==> src/rtl/core/swm_pkg.sv <==
`default_nettype none

package swm_pkg;

   localparam int SAMPLE_BITS_DEFAULT = 16;
   localparam int MAX_HALF_DEFAULT = 15;
   localparam int HALF_BITS = 4;
   localparam logic [HALF_BITS-1:0] HALF_RESET = 4'd1;

   typedef struct packed {
      logic cur_valid;
      logic evicting;
      logic rem_valid;
      logic ev_at;
      logic ev_below;
   } cell_ctrl_type;

endpackage

`default_nettype wire

==> src/rtl/core/swm_cell.sv <==
`default_nettype none

module swm_cell #(
   parameter int SAMPLE_BITS = swm_pkg::SAMPLE_BITS_DEFAULT,
   parameter int AGE_W = 5
) (
   input  wire logic                   clock,
   input  wire logic                   shift_en,
   input  wire logic [SAMPLE_BITS-1:0] sample,
   input  wire logic [AGE_W-1:0]       last_age,
   input  wire swm_pkg::cell_ctrl_type ctrl,
   input  wire logic [SAMPLE_BITS-1:0] low_value,
   input  wire logic [AGE_W-1:0]       low_age,
   input  wire logic                   low_cond,
   input  wire logic [SAMPLE_BITS-1:0] up_value,
   input  wire logic [AGE_W-1:0]       up_age,
   output logic                        cond,
   output logic                        hit,
   output logic [SAMPLE_BITS-1:0]      value,
   output logic [AGE_W-1:0]            age
);

   logic [SAMPLE_BITS-1:0] value_ff;
   logic [SAMPLE_BITS-1:0] value_in;
   logic [AGE_W-1:0]       age_ff;
   logic [AGE_W-1:0]       age_in;
   logic [SAMPLE_BITS-1:0] own_sh_value;
   logic [AGE_W-1:0]       own_sh_age;
   logic [SAMPLE_BITS-1:0] low_sh_value;
   logic [AGE_W-1:0]       low_sh_age;
   logic                   at_slot;

   // The evicted entry closes its gap; the new sample opens one after all values not above it.
   always_comb begin
      own_sh_value = ctrl.ev_at ? up_value : value_ff;
      own_sh_age   = ctrl.ev_at ? up_age : age_ff;
      low_sh_value = ctrl.ev_below ? value_ff : low_value;
      low_sh_age   = ctrl.ev_below ? age_ff : low_age;
      cond         = ctrl.rem_valid && (own_sh_value <= sample);
      at_slot      = !cond && low_cond;
      hit          = ctrl.cur_valid && ctrl.evicting && (age_ff == last_age);
      if (cond) begin
         value_in = own_sh_value;
         age_in   = own_sh_age + AGE_W'(1);
      end else if (at_slot) begin
         value_in = sample;
         age_in   = '0;
      end else begin
         value_in = low_sh_value;
         age_in   = low_sh_age + AGE_W'(1);
      end
   end

   always_ff @(posedge clock) begin
      if (shift_en) begin
         value_ff <= value_in;
         age_ff   <= age_in;
      end
   end

   assign value = value_ff;
   assign age   = age_ff;

endmodule

`default_nettype wire

==> src/rtl/core/sliding_window_median.sv <==
// Sliding-window median of an unsigned sample stream.
// Requests arrive on the req_ channel (valid/stall): each carries one sample and a start
// flag that empties the window before the sample enters. The window holds the newest
// 2h+1 samples, with h written through csr_write_en/csr_write_data; the user must write h
// only while the block is idle, which the block itself does not enforce. Writing a
// different h empties the window. Once the window is full, every request yields one
// median on the rsp_ channel; earlier requests yield nothing. The window is a row of
// sorted cells; each request inserts its sample and evicts the oldest in a single update,
// so one request is taken per cycle while req_stall is low. The median is read from the
// middle cell after the row has been updated and is registered with rsp_valid.
// While the receiver stalls, one median waits in the output register and the next can
// wait behind it; req_stall rises only when both are occupied.
// Synchronous reset empties the window, drops pending medians and sets h to 1.
`default_nettype none

module sliding_window_median #(
   parameter int SAMPLE_BITS = swm_pkg::SAMPLE_BITS_DEFAULT,
   parameter int MAX_HALF = swm_pkg::MAX_HALF_DEFAULT
) (
   input  wire logic                          clock,
   input  wire logic                          reset,
   input  wire logic                          csr_write_en,
   input  wire logic [swm_pkg::HALF_BITS-1:0] csr_write_data,
   input  wire logic                          req_valid,
   output logic                               req_stall,
   input  wire logic [SAMPLE_BITS-1:0]        req_sample_value,
   input  wire logic                          req_start_sequence,
   output logic                               rsp_valid,
   input  wire logic                          rsp_stall,
   output logic [SAMPLE_BITS-1:0]             rsp_median_value
);

   localparam int DEPTH = 2 * MAX_HALF + 1;
   localparam int AGE_W = $clog2(DEPTH);
   localparam int CNT_W = $clog2(DEPTH + 1);
   localparam int HALF_W = $clog2(MAX_HALF + 1);

   logic [swm_pkg::HALF_BITS-1:0] half_ff;
   logic [CNT_W-1:0]              fill_ff;
   logic                          pend_ff;
   logic                          rsp_valid_ff;
   logic [SAMPLE_BITS-1:0]        median_ff;

   logic [HALF_W-1:0]      half_eff;
   logic [AGE_W-1:0]       last_age;
   logic [AGE_W-1:0]       mid_idx;
   logic [CNT_W-1:0]       win_len;
   logic [CNT_W-1:0]       fill_eff;
   logic [CNT_W-1:0]       fill_rem;
   logic [CNT_W-1:0]       fill_next;
   logic                   full;
   logic                   emit;
   logic                   accept;
   logic                   move;

   logic [DEPTH-1:0]       hit_vec;
   logic [DEPTH-1:0]       ev_at;
   logic [DEPTH-1:0]       cond_vec;
   logic [SAMPLE_BITS-1:0] cell_value [DEPTH];
   logic [AGE_W-1:0]       cell_age [DEPTH];

   always_comb begin
      if (32'(half_ff) > MAX_HALF) begin
         half_eff = HALF_W'(MAX_HALF);
      end else begin
         half_eff = HALF_W'(half_ff);
      end
      last_age  = AGE_W'({half_eff, 1'b0});
      mid_idx   = AGE_W'(half_eff);
      win_len   = CNT_W'({half_eff, 1'b1});
      fill_eff  = req_start_sequence ? '0 : fill_ff;
      full      = (fill_eff == win_len);
      fill_rem  = fill_eff - CNT_W'(full);
      fill_next = full ? win_len : fill_eff + CNT_W'(1);
      emit      = (fill_next == win_len);
      move      = pend_ff && (!rsp_valid_ff || !rsp_stall);
      req_stall = pend_ff && rsp_valid_ff && rsp_stall;
      accept    = req_valid && !req_stall;
   end

   for (genvar i = 0; i < DEPTH; i++) begin : g_cell
      swm_pkg::cell_ctrl_type ctrl;
      logic [SAMPLE_BITS-1:0] low_value;
      logic [AGE_W-1:0]       low_age;
      logic                   low_cond;
      logic [SAMPLE_BITS-1:0] up_value;
      logic [AGE_W-1:0]       up_age;

      assign ev_at[i] = |hit_vec[i:0];

      if (i == 0) begin : g_low_edge
         assign low_value     = '0;
         assign low_age       = '0;
         assign low_cond      = 1'b1;
         assign ctrl.ev_below = 1'b0;
      end else begin : g_low
         assign low_value     = cell_value[i-1];
         assign low_age       = cell_age[i-1];
         assign low_cond      = cond_vec[i-1];
         assign ctrl.ev_below = ev_at[i-1];
      end

      if (i == DEPTH - 1) begin : g_up_edge
         assign up_value = '0;
         assign up_age   = '0;
      end else begin : g_up
         assign up_value = cell_value[i+1];
         assign up_age   = cell_age[i+1];
      end

      assign ctrl.cur_valid = CNT_W'(i) < fill_eff;
      assign ctrl.evicting  = full;
      assign ctrl.rem_valid = CNT_W'(i) < fill_rem;
      assign ctrl.ev_at     = ev_at[i];

      swm_cell #(
         .SAMPLE_BITS(SAMPLE_BITS),
         .AGE_W(AGE_W)
      ) u_cell (
         .clock(clock),
         .shift_en(accept),
         .sample(req_sample_value),
         .last_age(last_age),
         .ctrl(ctrl),
         .low_value(low_value),
         .low_age(low_age),
         .low_cond(low_cond),
         .up_value(up_value),
         .up_age(up_age),
         .cond(cond_vec[i]),
         .hit(hit_vec[i]),
         .value(cell_value[i]),
         .age(cell_age[i])
      );
   end

   always_ff @(posedge clock) begin
      if (reset) begin
         half_ff      <= swm_pkg::HALF_RESET;
         fill_ff      <= '0;
         pend_ff      <= 1'b0;
         rsp_valid_ff <= 1'b0;
      end else begin
         if (move) begin
            rsp_valid_ff <= 1'b1;
         end else if (!rsp_stall) begin
            rsp_valid_ff <= 1'b0;
         end
         if (accept) begin
            fill_ff <= fill_next;
            pend_ff <= emit;
         end else if (move) begin
            pend_ff <= 1'b0;
         end
         if (csr_write_en) begin
            if (csr_write_data != half_ff) begin
               fill_ff <= '0;
            end
            half_ff <= csr_write_data;
         end
      end
   end

   always_ff @(posedge clock) begin
      if (move) begin
         median_ff <= cell_value[mid_idx];
      end
   end

   assign rsp_valid        = rsp_valid_ff;
   assign rsp_median_value = median_ff;

endmodule

`default_nettype wire

==> config.mk <==
export PLATFORM = sky130hd
export DESIGN_NAME = sliding_window_median
export DESIGN_NICKNAME = d
export VERILOG_FILES = /design/src/rtl/core/swm_pkg.sv /design/src/rtl/core/swm_cell.sv /design/src/rtl/core/sliding_window_median.sv
export SDC_FILE = /design/constraint.sdc
export NUM_CORES = 2
export LEC_CHECK = 0
export ABC_AREA = 1
export BUFFER_PORTS_ARGS = -buffer_cell sky130_fd_sc_hd__buf_2
export CAP_MARGIN = 0
export CORE_AREA = 2 2 371 373
export CTS_BUF_LIST = sky130_fd_sc_hd__clkbuf_4 sky130_fd_sc_hd__clkbuf_8
export DETAILED_ROUTE_END_ITERATION = 16
export DIE_AREA = 0 0 373 375
export PLACE_DENSITY = 0.65
export SLEW_MARGIN = 40
export SYNTH_ARGS = -nofsm -noshare
export SYNTH_HDL_FRONTEND = slang
export SYNTH_HIERARCHICAL = 1
export SYNTH_SLANG_ARGS = --single-unit
export TNS_END_PERCENT = 10
==> constraint.sdc <==
create_clock -name clock -period 10.5 [get_ports clock]
set_clock_uncertainty 0.2 [all_clocks]
set_input_delay 1.575 -clock clock [delete_from_list [all_inputs] [get_ports clock]]
set_output_delay 1.575 -clock clock [all_outputs]
set_load 0.03 [all_outputs]
==> summary.txt <==
Detailed routing
  – Remaining DRCs: 0
  – ANT nets after route: 0
  – Met3 wire len: between 20 and 25 mm
  – Routed vias/inst: 5.47
  – Initial DRC Count: 7487
  – Total detailed-routing wirelength: ~220 mm
  – Vias: about 67000
  – Wirelength per Cell: 18.5 µm
  – DRT Pass-1 Iters: 6
  – Metal2 WL: ~90 mm
  – Highest metal used: met5
  – Post-Route M1 WL: 105 mm

Placed design
  – Number of placed instances, taps included: ~12000
  – DP Wirelength: 162 mm
  – DP Worst Slack: about 1.6 ns
  – PortBufs: 43
  – Placer Congestion: around 0.95
  – Placed cell area: 68400 µm²

CTS
  – CTS Sinks: 678
  – Hold_buf cts: 0
  – CTS clock-pin slew for the worst setup and hold paths: around 0.050 ns
  – Worst skew pair latency: between 0.9 and 1 ns
  – Post-cts resize count: 0
  – Post-CTS Setup Inserts: 0
  – Max Root-Sink Buffers: 3
  – CTS root buffer: clkbuf_8
  – CTS tree: yes
  – H-Tree Depth: 4
  – CTS buffer count: between 100 and 150

Timing
  – Period utilisation layout: between 70 and 80%
  – Post-route worst setup slack: about 2.2 ns
  – Fmax: roughly 0.12 GHz
  – RSZ-0062 raised after global routing: no
  – Max-slew violation count: 0
  – Setup_tns: 0 ns
  – Slew @ Worst Pin: between 0.9 and 1 ns
  – Fin crit period: ~8.3 ns
  – Final setup fails: 0
  – Final Hold Fails: 0
  – Worst rel slew slack: 36.1%

Die
  – DIE AREA: between 100000 and 150000 µm²
  – Die H: roughly 380 µm
  – Core Box Area: 136000 µm²
  – Row cnt: between 100 and 150
  – Die X-Extent: around 370 µm
  – Initial Util: between 40 and 50%
  – Num ports: 44

Synth
  – YS warnings: 6
  – Async SR Flop Fraction: 0%
  – Synth Area per Inst: roughly 6.6 µm²
  – Top post-synthesis cells by count: nand2_1, inv_1, o21ai_0
  – Seq/Total Area, Yosys: 29.9%
  – Cell area after synthesis: about 68000 µm²
  – Synth top area cells: edfxtp_1, nand2_1, ha_1
  – Synth cell types: 51
  – Dominant cell type by area after synthesis: edfxtp_1
  – Post-synthesis cell count: between 10000 and 15000
  – Top-count cell post-synth: nand2_1
  – Post-synth EDFFs: roughly 670
  – Main synth FF type: edfxtp_1
  – Synthesis-stage register bit count: about 680
  – Post-synth top area share: between 20% and 30%

Global routing
  – Grt ovf: 0
  – Tot GR Track Use: 31.3%
  – First-pass GRT wire length: 348 mm
  – Largest net degree at the start of global routing: roughly 120
  – Initial antenna violation count: 4
  – Vias in the first global route: about 60000

Layout
  – Cell Count, Final, Fillers Out: around 12000
  – Finished Cell Area: 71200 µm²
  – Layout cells sized above 1: about 5.5%
  – Area grow syn2layout: 5.20%
  – Nets@finish: between 10000 and 15000

Critical path
  – Worst Setup Path Type: primary input to register
  – CP startpoint kind: primary input
  – WP buf/inv: 8
  – CP top delay family: simple AND/OR/NAND/NOR gates
  – Slowest CP cell: a2111oi_0
  – Arrival @ worst endpoint: slightly below 9 ns
  – CP max stage delay: 0.72 ns
  – CP endpoint kind: register
  – CP max FO: 32
  – Critical Path Most Common Cell: nand2_1
  – Required time of the critical path: approximately 11 ns

Power and ir drop
  – Final Total Pwr: 0.00924 W
  – Lkg Pwr: 37.1 nW
  – Pwr dens: 130 nW/µm²
  – Worst vdd ir: between 0.1 and 0.15 mV

Hold path
  – Min-delay worst type: register to register

Status
  – Outcome: finished, final reports clean

Job
  – Total of max-cap violations: 0
per-stage QoR:
stage | util [%] | hold WS (ns)
after floorplan | - | 0.250
after global placement | 50.2 | 0.289
after detailed placement | 50.2 | 0.297
after CTS | 52.3 | 0.305
after global routing | 52.3 | 0.353
final | 52.3 | 0.304
worst paths after layout:
kind	from	endpoint	slack, ns	cells past startpoint
min reg2reg	rsp_valid$_SDFFE_PP0P_	rsp_valid$_SDFFE_PP0P_	0.30	2
min	rsp_valid$_SDFFE_PP0P_	rsp_valid$_SDFFE_PP0P_	0.30	2
max	req_start_sequence	g_cell[12].u_cell/value[3]$_DFFE_PP_	2.18	35
max reg2reg	half_eff[0]$_SDFFE_PP1P_	g_cell[20].u_cell/value[2]$_DFFE_PP_	2.38	28
per-layer routing:
layer  vias to the layer above  GRT usage [%]
li1                      33000              -
met1                     30500           47.3
met2                      2776           44.9
met3                       345           5.21
met4                         4           10.5
met5                         -              0
report_power, final:
part | total [W] | internal (W) | switching [W]
Clock | 0.00293 | 0.00160 | 0.00133
Combinational | 0.00253 | 0.000890 | 0.00164
Sequential | 0.00377 | 0.00336 | 0.000409
Total | 0.00924 | 0.00586 | 0.00338
logic make-up after synthesis:
group	after synthesis	synth area share, %
simple gates	5738	33.6
compound gates	1568	12.5
buf+inv	1533	10.8
flops	678	29.9
fa+ha+maj	562	10.4
xor+xnor	180	2.33
mux	31	0.458
other cells	2	0.0111
sequential cells by signal, indices dropped and copies added (netlist names):
signal	cells
rsp_median_value	16
rsp_valid	1
g_cell.u_cell/value	496
half_eff	4
pend_ff	1
fill_ff	5
g_cell.u_cell/age	155
final cells by class:
cell class / instances / area, µm²
clock buffers: 195 / 2380
clock inverters: 55 / 407
inverters: 1134 / 4420
diodes: 3 / 7.51
fillers: 13800 / 65100
flip-flops and latches: 678 / 20300
well taps: 1794 / 2240
repair buffers: 131 / 888
multi-input cells: 8191 / 40600
placed cells by master, fill, tap and decap left out, drive strengths merged, types with 68 or more instances in the layout:
cell type and n:
nand2 4787, inv 1125, o21ai 1097, edfxtp 667, ha 562, nor2 538, nand3 268, a21oi 234
clkbuf 195, buf 131, conb 112, xor2 95, xnor2 85, nor3 68
worst reg2reg max path, delay by kind of cell (launching register included):
| kind | cells | cell delay, ns |
|---|---|---|
| flops | 1 | 0.73 |
| compound gates | 4 | 0.60 |
| fa+ha+maj | 1 | 0.26 |
| simple gates | 17 | 3.54 |
| buf+inv | 6 | 2.56 |
No activity file was read; power rests on OpenSTA's default activity.
